**src/rtl/core/round_robin_rotation_list_defines.svh**
```systemverilog
// Assertion macros used by the rotation list top module.
`ifndef ROUND_ROBIN_ROTATION_LIST_DEFINES_SVH
`define ROUND_ROBIN_ROTATION_LIST_DEFINES_SVH

// Same-cycle implication, sampled on clk_i, off while rst_ni is low.
`define RRRL_ASSERT_IMP(label, ante, cons, msg) \
  label: assert property (@(posedge clk_i) disable iff (!rst_ni) (ante) |-> (cons)) \
    else $error(msg);

// Next-cycle implication, sampled on clk_i, off while rst_ni is low.
`define RRRL_ASSERT_NXT(label, ante, cons, msg) \
  label: assert property (@(posedge clk_i) disable iff (!rst_ni) (ante) |=> (cons)) \
    else $error(msg);

`endif

```
**src/rtl/core/rrrl_pkg.sv**
```systemverilog
`default_nettype none

package rrrl_pkg;

  localparam int unsigned ACTION_W    = 3;
  localparam int unsigned PORT_ID_W   = 16;
  localparam int unsigned STATUS_W    = 2;
  localparam int unsigned POS_W       = 8;
  localparam int unsigned TOTAL_W     = 9;
  localparam int unsigned IN_TDATA_W  = 40;
  localparam int unsigned OUT_TDATA_W = 56;

  typedef enum logic [ACTION_W-1:0] {
    ACT_TAIL_INS    = 3'd0,
    ACT_HEAD_INS    = 3'd1,
    ACT_INS_AFTER   = 3'd2,
    ACT_REMOVE      = 3'd3,
    ACT_REMOVE_CUR  = 3'd4,
    ACT_ADVANCE     = 3'd5,
    ACT_FIND        = 3'd6,
    ACT_MOST_ACTIVE = 3'd7
  } action_e;

  typedef enum logic [STATUS_W-1:0] {
    STAT_OK        = 2'd0,
    STAT_NOT_FOUND = 2'd1,
    STAT_EMPTY     = 2'd2,
    STAT_FULL      = 2'd3
  } status_e;

  // Per-cycle command broadcast to every cell of the chain.
  typedef enum logic [2:0] {
    CELL_HOLD = 3'd0,
    CELL_ROT  = 3'd1,
    CELL_INS  = 3'd2,
    CELL_DEL  = 3'd3,
    CELL_ADV  = 3'd4
  } cell_op_e;

  typedef enum logic [1:0] {
    FSM_IDLE = 2'd0,
    FSM_SCAN = 2'd1,
    FSM_EXEC = 2'd2
  } fsm_e;

endpackage

`default_nettype wire

```
**src/rtl/core/round_robin_rotation_list.sv**
```systemverilog
// Round-robin rotation list: an ordered ring of up to CAPACITY speakers, each
// with a saturating turn counter, front entry = current turn.
// Input channel s_axis_*: one command item (action, speaker id, reference id).
// Output channel m_axis_*: exactly one result item per command (status,
// result id, position, entry total, current front id, empty flag).
// The entries live in a row of cells that shift to their neighbors.
// Tail/head insert, remove current and advance go straight to the execute
// cycle, which registers the result item; the next item is taken once the
// block is back in idle.
// Insert after, remove, find and most active first rotate the whole ring once
// through the front compare unit, one occupied entry per scan step, then go
// to the execute cycle; the ring ends where it started. A command on an
// empty ring skips the rotation.
// The execute cycle commits only when the output register is empty or being
// taken, so a stalled receiver holds the result and the block waits; no new
// item is accepted until the current one is committed.
// Reset empties the ring (occupancy zero) and drops any pending result; entry
// storage itself is not cleared.
`default_nettype none

module round_robin_rotation_list #(
  parameter int unsigned CAPACITY    = 16,
  parameter int unsigned ID_WIDTH    = 16,
  parameter int unsigned COUNT_WIDTH = 32
) (
  input  wire                                  clk_i,
  input  wire                                  rst_ni,
  input  wire                                  s_axis_tvalid_i,
  output logic                                 s_axis_tready_o,
  // [2:0] action, [18:3] speaker_id, [34:19] reference_id, [39:35] zero
  input  wire [rrrl_pkg::IN_TDATA_W-1:0]       s_axis_tdata_i,
  output logic                                 m_axis_tvalid_o,
  input  wire                                  m_axis_tready_i,
  // [1:0] status, [17:2] result_id, [25:18] position, [34:26] entry_total,
  // [50:35] current_id, [51] is_empty, [55:52] zero
  output logic [rrrl_pkg::OUT_TDATA_W-1:0]     m_axis_tdata_o
);

  localparam int unsigned IDX_W   = $clog2(CAPACITY);
  localparam int unsigned OCC_W   = $clog2(CAPACITY + 1);
  localparam int unsigned IN_ID_W =
    (ID_WIDTH < rrrl_pkg::PORT_ID_W) ? ID_WIDTH : rrrl_pkg::PORT_ID_W;

  // input unpack
  rrrl_pkg::action_e in_action;
  logic [ID_WIDTH-1:0] in_id, in_ref;

  assign in_action = rrrl_pkg::action_e'(s_axis_tdata_i[2:0]);
  assign in_id     = ID_WIDTH'(s_axis_tdata_i[3 +: IN_ID_W]);
  assign in_ref    = ID_WIDTH'(s_axis_tdata_i[19 +: IN_ID_W]);

  rrrl_pkg::fsm_e      state_d, state_q;
  rrrl_pkg::action_e   act_q;
  logic [ID_WIDTH-1:0] id_q, ref_q;
  logic [OCC_W-1:0]    occ_d, occ_q;
  logic [IDX_W-1:0]    k_d, k_q;
  logic                out_valid_d, out_valid_q;

  logic [rrrl_pkg::STATUS_W-1:0]  out_status_q;
  logic [rrrl_pkg::PORT_ID_W-1:0] out_result_q, out_current_q;
  logic [rrrl_pkg::POS_W-1:0]     out_pos_q;
  logic [rrrl_pkg::TOTAL_W-1:0]   out_total_q;
  logic                           out_empty_q;

  // chain wiring
  logic [ID_WIDTH-1:0]    cell_id  [CAPACITY];
  logic [COUNT_WIDTH-1:0] cell_cnt [CAPACITY];

  rrrl_pkg::cell_op_e  cell_op;
  logic [IDX_W-1:0]    cell_pos;
  logic [IDX_W-1:0]    last_idx;

  // execute-cycle decode
  rrrl_pkg::status_e   exec_status;
  rrrl_pkg::cell_op_e  exec_op;
  logic [IDX_W-1:0]    exec_pos;
  logic [ID_WIDTH-1:0] exec_result;
  logic [IDX_W-1:0]    exec_position;
  logic [ID_WIDTH-1:0] head_next;

  logic                out_free, commit, scan_step, accept, needs_scan;
  logic                is_full, is_empty_now;
  logic                scan_found;
  logic [IDX_W-1:0]    scan_pos;
  logic [ID_WIDTH-1:0] scan_best_id, scan_key;
  logic                occ_step_ok;

  assign out_free     = !out_valid_q || m_axis_tready_i;
  assign accept       = s_axis_tvalid_i && s_axis_tready_o;
  assign is_full      = (occ_q == OCC_W'(CAPACITY));
  assign is_empty_now = (occ_q == '0);
  assign last_idx     = IDX_W'(occ_q - OCC_W'(1));
  assign needs_scan   = (in_action == rrrl_pkg::ACT_INS_AFTER) ||
                        (in_action == rrrl_pkg::ACT_REMOVE) ||
                        (in_action == rrrl_pkg::ACT_FIND) ||
                        (in_action == rrrl_pkg::ACT_MOST_ACTIVE);
  assign scan_key     = (act_q == rrrl_pkg::ACT_INS_AFTER) ? ref_q : id_q;
  assign occ_step_ok  = (occ_d == occ_q) || (occ_d == occ_q + OCC_W'(1)) ||
                        (occ_d + OCC_W'(1) == occ_q);

  // next state
  always_comb begin
    state_d = state_q;
    unique case (state_q)
      rrrl_pkg::FSM_IDLE: begin
        if (s_axis_tvalid_i) begin
          state_d = (needs_scan && !is_empty_now) ? rrrl_pkg::FSM_SCAN
                                                  : rrrl_pkg::FSM_EXEC;
        end
      end
      rrrl_pkg::FSM_SCAN: begin
        if (k_q == last_idx) begin
          state_d = rrrl_pkg::FSM_EXEC;
        end
      end
      rrrl_pkg::FSM_EXEC: begin
        if (out_free) begin
          state_d = rrrl_pkg::FSM_IDLE;
        end
      end
      default: state_d = rrrl_pkg::FSM_IDLE;
    endcase
  end

  // outputs and execute decode
  always_comb begin
    s_axis_tready_o = (state_q == rrrl_pkg::FSM_IDLE);
    scan_step       = (state_q == rrrl_pkg::FSM_SCAN);
    commit          = (state_q == rrrl_pkg::FSM_EXEC) && out_free;

    exec_status   = rrrl_pkg::STAT_OK;
    exec_op       = rrrl_pkg::CELL_HOLD;
    exec_pos      = '0;
    exec_result   = '0;
    exec_position = '0;
    occ_d         = occ_q;

    unique case (act_q) inside
      rrrl_pkg::ACT_TAIL_INS, rrrl_pkg::ACT_HEAD_INS: begin
        if (is_full) begin
          exec_status = rrrl_pkg::STAT_FULL;
        end else begin
          exec_op  = rrrl_pkg::CELL_INS;
          exec_pos = (act_q == rrrl_pkg::ACT_TAIL_INS) ? IDX_W'(occ_q) : '0;
          occ_d    = occ_q + OCC_W'(1);
        end
      end
      default: begin
        if (is_empty_now) begin
          exec_status = rrrl_pkg::STAT_EMPTY;
        end else begin
          unique case (act_q)
            rrrl_pkg::ACT_INS_AFTER: begin
              if (!scan_found) begin
                exec_status = rrrl_pkg::STAT_NOT_FOUND;
              end else if (is_full) begin
                exec_status = rrrl_pkg::STAT_FULL;
              end else begin
                exec_op  = rrrl_pkg::CELL_INS;
                exec_pos = scan_pos + IDX_W'(1);
                occ_d    = occ_q + OCC_W'(1);
              end
            end
            rrrl_pkg::ACT_REMOVE: begin
              if (!scan_found) begin
                exec_status = rrrl_pkg::STAT_NOT_FOUND;
              end else begin
                exec_op  = rrrl_pkg::CELL_DEL;
                exec_pos = scan_pos;
                occ_d    = occ_q - OCC_W'(1);
              end
            end
            rrrl_pkg::ACT_REMOVE_CUR: begin
              exec_op = rrrl_pkg::CELL_DEL;
              occ_d   = occ_q - OCC_W'(1);
            end
            rrrl_pkg::ACT_ADVANCE: begin
              exec_op = rrrl_pkg::CELL_ADV;
            end
            rrrl_pkg::ACT_FIND: begin
              if (!scan_found) begin
                exec_status = rrrl_pkg::STAT_NOT_FOUND;
              end else begin
                exec_position = scan_pos;
              end
            end
            rrrl_pkg::ACT_MOST_ACTIVE: begin
              exec_result = scan_best_id;
            end
            default: ;
          endcase
        end
      end
    endcase

    // front entry once this command lands
    unique case (exec_op)
      rrrl_pkg::CELL_INS: head_next = (exec_pos == '0) ? id_q : cell_id[0];
      rrrl_pkg::CELL_DEL: head_next = (exec_pos == '0) ? cell_id[1] : cell_id[0];
      rrrl_pkg::CELL_ADV: head_next = (occ_q > OCC_W'(1)) ? cell_id[1] : cell_id[0];
      default:            head_next = cell_id[0];
    endcase
    if (exec_op == rrrl_pkg::CELL_ADV) begin
      exec_result = head_next;
    end

    // rotate during the scan, apply the command on commit, else hold
    if (scan_step) begin
      cell_op  = rrrl_pkg::CELL_ROT;
      cell_pos = '0;
    end else if (commit) begin
      cell_op  = exec_op;
      cell_pos = exec_pos;
    end else begin
      cell_op  = rrrl_pkg::CELL_HOLD;
      cell_pos = '0;
    end

    k_d = k_q;
    if (accept) begin
      k_d = '0;
    end else if (scan_step) begin
      k_d = k_q + IDX_W'(1);
    end

    out_valid_d = commit ? 1'b1 : (m_axis_tready_i ? 1'b0 : out_valid_q);
  end

  // control registers
  always_ff @(posedge clk_i or negedge rst_ni) begin
    if (!rst_ni) begin
      state_q     <= rrrl_pkg::FSM_IDLE;
      occ_q       <= '0;
      k_q         <= '0;
      out_valid_q <= 1'b0;
    end else begin
      state_q     <= state_d;
      k_q         <= k_d;
      out_valid_q <= out_valid_d;
      if (commit) begin
        occ_q <= occ_d;
      end
    end
  end

  // command and result payload
  always_ff @(posedge clk_i) begin
    if (accept) begin
      act_q <= in_action;
      id_q  <= in_id;
      ref_q <= in_ref;
    end
    if (commit) begin
      out_status_q  <= exec_status;
      out_result_q  <= rrrl_pkg::PORT_ID_W'(exec_result);
      out_pos_q     <= rrrl_pkg::POS_W'(exec_position);
      out_total_q   <= rrrl_pkg::TOTAL_W'(occ_d);
      out_current_q <= (occ_d == '0) ? '0 : rrrl_pkg::PORT_ID_W'(head_next);
      out_empty_q   <= (occ_d == '0);
    end
  end

  assign m_axis_tvalid_o = out_valid_q;
  assign m_axis_tdata_o  = {4'b0, out_empty_q, out_current_q, out_total_q,
                            out_pos_q, out_result_q, out_status_q};

  // row of cells
  for (genvar g = 0; g < CAPACITY; g++) begin : g_cell
    logic [ID_WIDTH-1:0]    prev_id, next_id;
    logic [COUNT_WIDTH-1:0] prev_cnt, next_cnt;

    if (g == 0) begin : g_first
      assign prev_id  = '0;
      assign prev_cnt = '0;
    end else begin : g_mid_prev
      assign prev_id  = cell_id[g-1];
      assign prev_cnt = cell_cnt[g-1];
    end

    if (g == CAPACITY - 1) begin : g_last
      assign next_id  = '0;
      assign next_cnt = '0;
    end else begin : g_mid_next
      assign next_id  = cell_id[g+1];
      assign next_cnt = cell_cnt[g+1];
    end

    rrrl_cell #(
      .INDEX       (g),
      .ID_WIDTH    (ID_WIDTH),
      .COUNT_WIDTH (COUNT_WIDTH),
      .IDX_W       (IDX_W)
    ) u_cell (
      .clk_i       (clk_i),
      .op_i        (cell_op),
      .pos_i       (cell_pos),
      .last_i      (last_idx),
      .new_id_i    (id_q),
      .prev_id_i   (prev_id),
      .prev_cnt_i  (prev_cnt),
      .next_id_i   (next_id),
      .next_cnt_i  (next_cnt),
      .front_id_i  (cell_id[0]),
      .front_cnt_i (cell_cnt[0]),
      .id_o        (cell_id[g]),
      .cnt_o       (cell_cnt[g])
    );
  end

  // front compare unit: sees each entry once per rotation, in order
  rrrl_scan #(
    .ID_WIDTH    (ID_WIDTH),
    .COUNT_WIDTH (COUNT_WIDTH),
    .IDX_W       (IDX_W)
  ) u_scan (
    .clk_i       (clk_i),
    .rst_ni      (rst_ni),
    .step_i      (scan_step),
    .first_i     (k_q == '0),
    .idx_i       (k_q),
    .key_i       (scan_key),
    .front_id_i  (cell_id[0]),
    .front_cnt_i (cell_cnt[0]),
    .found_o     (scan_found),
    .pos_o       (scan_pos),
    .best_id_o   (scan_best_id)
  );

  `include "round_robin_rotation_list_defines.svh"

  `RRRL_ASSERT_IMP(a_occ_bound, 1'b1, occ_q <= OCC_W'(CAPACITY), "occupancy above capacity")
  `RRRL_ASSERT_NXT(a_scan_occ_stable, scan_step, $stable(occ_q), "occupancy moved in scan")
  `RRRL_ASSERT_IMP(a_commit_step, commit, occ_step_ok, "occupancy jumped by more than one")
  `RRRL_ASSERT_IMP(a_result_from_exec, $rose(out_valid_q), $past(commit), "result without commit")

endmodule

`default_nettype wire

```
**src/rtl/core/rrrl_cell.sv**
```systemverilog
`default_nettype none

module rrrl_cell #(
  parameter int unsigned INDEX       = 0,
  parameter int unsigned ID_WIDTH    = 16,
  parameter int unsigned COUNT_WIDTH = 32,
  parameter int unsigned IDX_W       = 4
) (
  input  wire                     clk_i,
  input  rrrl_pkg::cell_op_e      op_i,
  input  wire [IDX_W-1:0]         pos_i,
  input  wire [IDX_W-1:0]         last_i,
  input  wire [ID_WIDTH-1:0]      new_id_i,
  input  wire [ID_WIDTH-1:0]      prev_id_i,
  input  wire [COUNT_WIDTH-1:0]   prev_cnt_i,
  input  wire [ID_WIDTH-1:0]      next_id_i,
  input  wire [COUNT_WIDTH-1:0]   next_cnt_i,
  input  wire [ID_WIDTH-1:0]      front_id_i,
  input  wire [COUNT_WIDTH-1:0]   front_cnt_i,
  output logic [ID_WIDTH-1:0]     id_o,
  output logic [COUNT_WIDTH-1:0]  cnt_o
);

  localparam logic [IDX_W-1:0] MY_IDX = IDX_W'(INDEX);

  logic [ID_WIDTH-1:0]    id_d, id_q;
  logic [COUNT_WIDTH-1:0] cnt_d, cnt_q;

  always_comb begin
    id_d  = id_q;
    cnt_d = cnt_q;
    unique case (op_i) inside
      rrrl_pkg::CELL_ROT, rrrl_pkg::CELL_ADV: begin
        // the front wraps to the last occupied cell, the rest move up one
        if (MY_IDX == last_i) begin
          id_d  = front_id_i;
          cnt_d = front_cnt_i;
        end else if (MY_IDX < last_i) begin
          id_d  = next_id_i;
          cnt_d = next_cnt_i;
        end
        if (op_i == rrrl_pkg::CELL_ADV && MY_IDX == '0) begin
          if (cnt_d != '1) begin
            cnt_d = cnt_d + COUNT_WIDTH'(1);
          end
        end
      end
      rrrl_pkg::CELL_INS: begin
        if (MY_IDX > pos_i) begin
          id_d  = prev_id_i;
          cnt_d = prev_cnt_i;
        end else if (MY_IDX == pos_i) begin
          id_d  = new_id_i;
          cnt_d = '0;
        end
      end
      rrrl_pkg::CELL_DEL: begin
        if (MY_IDX >= pos_i) begin
          id_d  = next_id_i;
          cnt_d = next_cnt_i;
        end
      end
      default: ;
    endcase
  end

  always_ff @(posedge clk_i) begin
    id_q  <= id_d;
    cnt_q <= cnt_d;
  end

  assign id_o  = id_q;
  assign cnt_o = cnt_q;

endmodule

`default_nettype wire

```
**src/rtl/core/rrrl_scan.sv**
```systemverilog
`default_nettype none

module rrrl_scan #(
  parameter int unsigned ID_WIDTH    = 16,
  parameter int unsigned COUNT_WIDTH = 32,
  parameter int unsigned IDX_W       = 4
) (
  input  wire                    clk_i,
  input  wire                    rst_ni,
  input  wire                    step_i,
  input  wire                    first_i,
  input  wire [IDX_W-1:0]        idx_i,
  input  wire [ID_WIDTH-1:0]     key_i,
  input  wire [ID_WIDTH-1:0]     front_id_i,
  input  wire [COUNT_WIDTH-1:0]  front_cnt_i,
  output logic                   found_o,
  output logic [IDX_W-1:0]       pos_o,
  output logic [ID_WIDTH-1:0]    best_id_o
);

  logic                   found_d, found_q;
  logic [IDX_W-1:0]       pos_d, pos_q;
  logic [ID_WIDTH-1:0]    best_id_d, best_id_q;
  logic [COUNT_WIDTH-1:0] best_cnt_d, best_cnt_q;
  logic                   hit;

  assign hit = (front_id_i == key_i);

  always_comb begin
    found_d    = found_q;
    pos_d      = pos_q;
    best_id_d  = best_id_q;
    best_cnt_d = best_cnt_q;
    if (step_i) begin
      if (first_i) begin
        found_d    = hit;
        pos_d      = idx_i;
        best_id_d  = front_id_i;
        best_cnt_d = front_cnt_i;
      end else begin
        // keep the first match and the first maximum seen from the front
        if (!found_q && hit) begin
          found_d = 1'b1;
          pos_d   = idx_i;
        end
        if (front_cnt_i > best_cnt_q) begin
          best_id_d  = front_id_i;
          best_cnt_d = front_cnt_i;
        end
      end
    end
  end

  always_ff @(posedge clk_i or negedge rst_ni) begin
    if (!rst_ni) begin
      found_q <= 1'b0;
    end else begin
      found_q <= found_d;
    end
  end

  always_ff @(posedge clk_i) begin
    pos_q      <= pos_d;
    best_id_q  <= best_id_d;
    best_cnt_q <= best_cnt_d;
  end

  assign found_o   = found_q;
  assign pos_o     = pos_q;
  assign best_id_o = best_id_q;

endmodule

`default_nettype wire
```
**config.mk**
```make
export PLATFORM = sky130hd
export DESIGN_NAME = round_robin_rotation_list
export DESIGN_NICKNAME = d
export VERILOG_FILES = /design/src/rtl/core/rrrl_pkg.sv /design/src/rtl/core/round_robin_rotation_list.sv /design/src/rtl/core/rrrl_cell.sv /design/src/rtl/core/rrrl_scan.sv
export VERILOG_INCLUDE_DIRS = /design/src /design/src/rtl/core
export SDC_FILE = /design/constraint.sdc
export NUM_CORES = 2
export LEC_CHECK = 0
export BUFFER_PORTS_ARGS = -buffer_cell sky130_fd_sc_hd__buf_2
export CORE_MARGIN = 2
export CORE_UTILIZATION = 37
export CTS_BUF_LIST = sky130_fd_sc_hd__clkbuf_8
export CTS_CLUSTER_DIAMETER = 40
export DETAILED_ROUTE_END_ITERATION = 8
export PLACE_DENSITY = 0.52
export SYNTH_ARGS = -nofsm -noshare
export SYNTH_HDL_FRONTEND = slang
export SYNTH_SLANG_ARGS = --single-unit
export TNS_END_PERCENT = 20
```
**constraint.sdc**
```tcl
create_clock -name clk_i -period 15.54 [get_ports clk_i]
set_input_delay 2.331 -clock clk_i [delete_from_list [all_inputs] [get_ports clk_i]]
set_output_delay 2.331 -clock clk_i [all_outputs]
set_load 0.01 [all_outputs]
```
======== Yosys cells after proc, flatten, opt, wreduce, memory -nomap -nowiden ========
Index checks and enable logic that the tools add are counted.
word-level totals
  bits in registers ....................... 912
  input port bits ......................... 44
  output and inout port bits .............. 58
  word-level logic and storage cells ...... 510
cells by class
  $add $sub $neg .......................... 5
  magnitude comparators ................... 50
  equal/unequal tests ..................... 106
  muxes and demuxes ....................... 251
  bitwise gates (word level) .............. 1
  reductions and logical operators ........ 48
operator list
  operator                                                           count
  2-to-1 mux 32 bit                                                  85
  case mux 32 bit (3 select lines)                                   16
  2-to-1 mux 16 bit                                                  90
  case mux 16 bit (3 select lines)                                   17
  inequality test 3 x 1 -> 1 bit (second input constant)             30
  equality test 4 bit (first input constant)                         16
  AND reduction 4 bit                                                15
  2-to-1 mux 4 bit                                                   13
  inequality test 2 x 1 -> 1 bit (second input constant)             17
  adder 32 x 1 -> 32 bit (second input constant)                     1
  equality test 3 x 4 -> 1 bit (first input constant)                8
  greater-or-equal comparator 4 bit (first input constant)           8
  greater-than comparator 32 bit                                     1
  greater-than comparator 4 bit (first input constant)               8
  < comparator 4 bit (first input constant)                          8
  inequality test 32 bit (second input constant)                     1
  2-to-1 mux 5 bit                                                   5
  equality test 3 x 2 -> 1 bit (second input constant)               8
  equality test 3 bit (second input constant)                        8
  2-to-1 mux 2 bit                                                   10
  equality test 16 bit                                               1
  equality test 2 x 4 -> 1 bit (first input constant)                4
  greater-or-equal comparator 3 x 4 -> 1 bit (first input constant)  4
  greater-than comparator 3 x 4 -> 1 bit (first input constant)      4
  41 further kinds                                                   83

======== Longest topological paths before layout ========
  depth in word-level cells ............... 15
  depth in mapped cells ................... 17
  depth with buffers taken out ............ 13

======== Cells and area by module ========
Synthesis repeated with hierarchy kept, for this count alone.
unflattened totals
  cell total of the unflattened synthesis .. 5062
  area total of the unflattened synthesis .. 55973.7 µm²
by module, submodules not included
  module                          instances  cells an instance  area each (µm²)  sequential area each (µm²)
  round_robin_rotation_list       1          440                5206.2           2672.6
  rrrl_cell at g_cell[0].u_cell   1          443                3836.2           1441.4
  rrrl_cell at g_cell[11].u_cell  1          381                3389.5           1441.4
  rrrl_cell at g_cell[9].u_cell   1          342                3188.1           1441.4
  rrrl_cell at g_cell[7].u_cell   1          340                3168.0           1441.4
  rrrl_cell at g_cell[10].u_cell  1          280                3153.0           1441.4
  rrrl_cell at g_cell[14].u_cell  1          320                3146.8           1441.4
  rrrl_cell at g_cell[2].u_cell   1          246                3146.8           1441.4
  rrrl_cell at g_cell[4].u_cell   1          279                3118.0           1441.4
  rrrl_cell at g_cell[6].u_cell   1          277                3113.0           1441.4
  rrrl_cell at g_cell[5].u_cell   1          319                3095.5           1441.4
  rrrl_cell at g_cell[1].u_cell   1          213                2677.6           1441.4
  rrrl_cell at g_cell[12].u_cell  1          225                2660.1           1441.4
  rrrl_cell at g_cell[13].u_cell  1          194                2651.3           1441.4
  4 more rows                     --         --                 --               --

======== Least setup slack after synthesis ========
Ideal clock, no wire load.
  path kind ............................... in2reg
  from .................................... in m_axis_tready_i
  to ...................................... reg g_cell[2].u_cell.cnt_q[0] (enable)
  library setup time ...................... 0.711 ns
  arrival ................................. 11.124 ns
  required time ........................... 14.829 ns
  slack ................................... 3.705 ns
  stages on the path ...................... 9
  path buffers ............................ 3
  path through ............................ nand2b_1 -> nand2b_1 -> clkbuf_1 -> nor2_2 -> nand3_1 -> buf_2 -> buf_2 -> a31oi_1 -> a2111oi_0
on the way
  longest elaborated chain between the ends .. 8
  elaborated cells between the ends (all ways) .. 19
  those cells by class .................... order compare (2); eq/ne (8); mux (4); reduce/logical (5)
RTL lines
  what                                                                            RTL line                          RTL
  start, declared                                                                 round_robin_rotation_list.sv:33   input wire m_axis_tready_i,
  logical OR 1 bit *                                                              round_robin_rotation_list.sv:88   assign out_free = !out_valid_q || m_axis_tready_i;
  logical AND 1 bit *                                                             round_robin_rotation_list.sv:129  commit = (state_q == rrrl_pkg::FSM_EXEC) && out_free;
  branches (longest 5 deep; another with greater-than comparator 2 x 4 -> 1 bit)  --
  AND reduction 4 bit (no source line) *                                          --
  end signal, assigned                                                            rrrl_cell.sv:69                   cnt_q <= cnt_d;
  end, declared                                                                   rrrl_cell.sv:27                   logic [COUNT_WIDTH-1:0] cnt_d, cnt_q;
Every way passes the cells marked *.
A chain may end at the register's enable or synchronous reset.

======== Worst setup path in the final report ========
  from .................................... reg occ_q[0]
  to ...................................... reg g_cell[2].u_cell.cnt_q[5] (enable)
on the way
  longest elaborated chain between the ends .. 12
  elaborated cells between the ends (all ways) .. 34
  those cells by class .................... add/sub (1); order compare (3); eq/ne (10); mux (16); reduce/logical (4)
RTL lines
  what                                                                             RTL line                          RTL
  start, declared                                                                  round_robin_rotation_list.sv:55   logic [OCC_W-1:0] occ_d, occ_q;
  start signal, assigned                                                           round_robin_rotation_list.sv:233  occ_q <= '0;
  start signal, assigned                                                           round_robin_rotation_list.sv:241  occ_q <= occ_d;
  branches (longest 11 deep; another with greater-than comparator 2 x 4 -> 1 bit)  --
  AND reduction 4 bit (no source line) *                                           --
Marked as above.

==> metrics.md <==
| Metric | Value |
|---|---|
| GP Congestion | 0.874 |
| Post-synth EDFFs | 899 |
| Status | completed |
| Via Count | 38,600 |
| Kind of critical path | flip-flop to flip-flop |
| DR iter-0 viols | 4,675 |
| Share of cells above drive strength 1 | 0.114 |
| Mapped Cells | 4,689 |
| Fin. Hold Viols | 0 |
| Synth Area in Adders | 0.0105 |
| Clock slew at reported path FFs | 0.05 ns |
| Synth Flop Type | edfxtp_1 |
| Net Sw Frac | 0.416 |
| Yosys top cell by area | edfxtp_1 |
| 1st-pass router iterations | 6 |
| Worst setup EP type | flip-flop |
| Io pins | 102 |
| Post-synthesis sequential area ratio | 0.576 |
| Most frequent cell after synthesis | edfxtp_1 |
| Pleak | 18.3 nW |
| XOR/XNOR Fraction of Synth Area | 0.00996 |
| GRT busiest layer | met2 |
| CP Capture Point | g_cell[2].u_cell.cnt_o[5] |
| Final Critical Period | 6.07 ns |
| Die area | 131,000 um2 |
| Maximum vdd drop | 0.000197 V |
| Worst Setup Start Kind | flip-flop |
| Final period utilization | 0.390 |
| Core ar. | ~130,000 um2 |
| Met2 global-route usage | 0.359 |
| Gates resized, CTS repair | 0 |
| Largest net degree at the start of global routing | 194 |
| Sequential share of power | 0.440 |
| Post-CTS Setup Bufs | 0 |
| Switching Power | 5.06 mW |
| Max Buffers Root-to-Sink | 3 |
| Reg2Reg Depth | 13 |
| Post-DRT Antenna Nets | 0 |
| Clock Sinks | 912 |
| Yosys Warn Count | 0 |
| Grt met3 use | 0.0477 |
| Clk root buf | clkbuf_8 |
| Post-Syn Area | 47,500 um2 |
| P&R area growth vs syn | 10.5% |
| Post-synth ARST share | 0.0143 |
| Port Buffers | 84 |
| Die Ht | 362 um |
| Detailed-route DRC error count | 0 |
| Unrepaired setup endpoints after global routing | false |
| HP Class | flip-flop to flip-flop |
| Final HPWL DP | 100,000 um |
| Critical Path Start | occ_q[0] |
| Global-route wire length before repair | around 240,000 um |
| Max Slew Vio Count | 0 |
| Mapped Avg Cell Area | 10.1 um2 |
| Initial core utilization | 0.373 |
| Final WL | 158,000 um |
| Req. time, crit path | roughly 16 ns |
| Setup_tns | 0 ns |
| Flop-to-flop setup slack | 9.47 ns |
| Clock power frac | 0.176 |
| Die width | 362 um |
| R2r startpoint | occ_q[0] |
| Met1 Use GR | 0.341 |
| Gr ovfl total | 0 |
| Measured slew at the worst slew-check pin | 1.19 ns |
| Row count | 131 |
| Clock skew | roughly 0.052 ns |
| P_int | 7.11 mW |
| Simple-gate portion of the synthesized area | 0.133 |
| CTS tree | done |
| Pwr per Cell Area | 232 nW/um2 |
| Drt via density | 6.06 |
| Clock Latency Late Sink | 0.90 ns |
| Area contributors post-synth | edfxtp_1 (57%), o22ai_1 (7.2%), nand2_1 (5.3%) |
| Final Util | 0.412 |
| Post-synthesis mux area share | 0.0198 |
| Max_cap viols | 0 |
| Setup violators final | 0 |
| Maximum clock rate | 165 MHz |
| Main combinational cell family by area after synthesis | compound AO/OA/AOI/OAI gates |
| Dpl ws | 9.09 ns |
| Tot GR Track Use | 0.236 |
| Detailed-route wire length per cell | 24.8 um |
| Number of global-route vias before repair | 37,400 |
| Synth Register Bits | 912 |
| WHS | 0.519 ns |
| # hold bufs at CTS | 0 |
| Relative slew slack | 0.203 |
| Final Worst Setup Slack | 9.47 ns |
| Compound-cell area share of the yosys netlist | 0.202 |
| Initial antenna violation count | 1 |
| Num CTS Buffers | 172 |
| Post-synth top area share | 0.569 |
| Post-synth top cells | edfxtp_1 (899), nand2_1 (664), o22ai_1 (544) |
| FF-to-FF End | g_cell[2].u_cell.cnt_o[5] |
| Post-synth cell types | 97 |
| Combinational share of power | 0.384 |
| Crit path max fanout | 50 |
| H-tree levels | 4 |
| Final net count | 4,671 |
| Arrival @ worst endpoint | 6.57 ns |
==> critical path, stage by stage, from the launching register on <==
cell	delay (ns)
dfrtp_1	0.35
buf_4	0.22
inv_1	0.19
ha_1	0.18
buf_4	0.32
nor4b_2	0.81
nor2_1	0.27
and3_1	0.41
or2_0	0.53
o21ai_4	0.23
buf_4	0.55
nand2_1	0.59
a2111oi_2	0.56
buf_4	0.44
==> state kept, by name (all words and copies together), names as in the netlist <==
name and count:
g_cell.u_cell.id_o 256, act_q 3, out_total_q 5, u_scan.best_id_o 16
out_pos_q 4, u_scan.found_o 1, ref_q 16, u_scan.pos_o 4
u_scan.best_cnt_q 32, out_status_q 2, occ_q 5, out_current_q 16
id_q 16, g_cell.u_cell.cnt_o 512, state_q 2, k_q 4
out_result_q 16, out_empty_q 1, m_axis_tvalid_o 1
==> routing by layer <==
| metal | part of all wire | vias up |
|---|---|---|
| met5 | 0 | - |
| met4 | 0.019 | 0 |
| met3 | 0.096 | 229 |
| met2 | 0.44 | 1979 |
| met1 | 0.45 | 18900 |
| li1 | - | 17500 |
==> metrics by stage <==
| step | area (um2) | instances | power [mW] |
|---|---|---|---|
| 2_1_floorplan | 47500 | 4700 | 8.32 |
| 3_3_place_gp | 49400 | 6075 | 9.85 |
| 3_5_place_dp | 49400 | 6075 | 9.95 |
| 4_1_cts | 52500 | 6373 | 12.1 |
| 5_1_grt | 52500 | 6374 | 12.9 |
| 6_report | 52500 | 6374 | 12.2 |
==> placed cells by master, fill, tap and decap left out, drive strengths merged, types with 13 or more instances in the layout <==
cell type,synthesis,routed
xnor2,33,33
a222oi,32,32
and3,23,23
a21oi,439,439
o21ai,118,118
nand3,96,96
o22ai,544,544
a31oi,163,163
o211ai,27,27
a22o,34,34
clkbuf,367,177
o2bb2ai,17,17
a221o,17,17
edfxtp,899,899
a22oi,60,60
nor3,94,94
inv,81,140
nand2,665,665
clkinv,0,49
xor2,21,21
nand4,22,22
ha,40,40
dfrtp,13,13
nor2,488,488
o2111ai,14,14
buf,130,210
mux2i,87,87
==> power groups by stage <==
stage	registers (mW)	clock network, mW	logic [mW]
4_1_cts	5.32	2.20	4.62
3_5_place_dp	5.36	0	4.60
5_1_grt	5.47	2.30	5.14
6_report	5.35	2.15	4.67
3_3_place_gp	5.32	0	4.53
2_1_floorplan	4.97	0	3.34
==> worst min-delay path by stage <==
stage,start,to,cells after the start
after CTS,u_scan.best_id_o[15],out_result_q[15],2
after global routing,u_scan.best_id_o[7],out_result_q[7],2
after detailed placement,u_scan.best_id_o[15],out_result_q[15],2
after floorplan,g_cell[0].u_cell.id_o[0],u_scan.best_id_o[0],0
final,u_scan.best_id_o[15],out_result_q[15],2
after global placement,u_scan.best_id_o[4],out_result_q[4],2
==> cells by family (layout without fill, tap and decap cells) <==
kind of cell	count (synthesis)	in the layout
xor+xnor	54	54
buf+inv	578	589
simple gates	1476	1476
compound gates	1535	1535
other cells	1	13
fa+ha+maj	40	40
flops	912	912
mux	93	93
==> final cells by class <==
type                    count  area [um2]
fillers                 12300       74900
flip-flops and latches    912       27300
multi-input cells        3210       18300
clock buffers             177        2440
well taps                1662        2080
repair buffers            210        1390
clock inverters           121         607
inverters                  81         304
diodes                      1        2.50
Note: power is estimated with default switching activity, not from simulation.
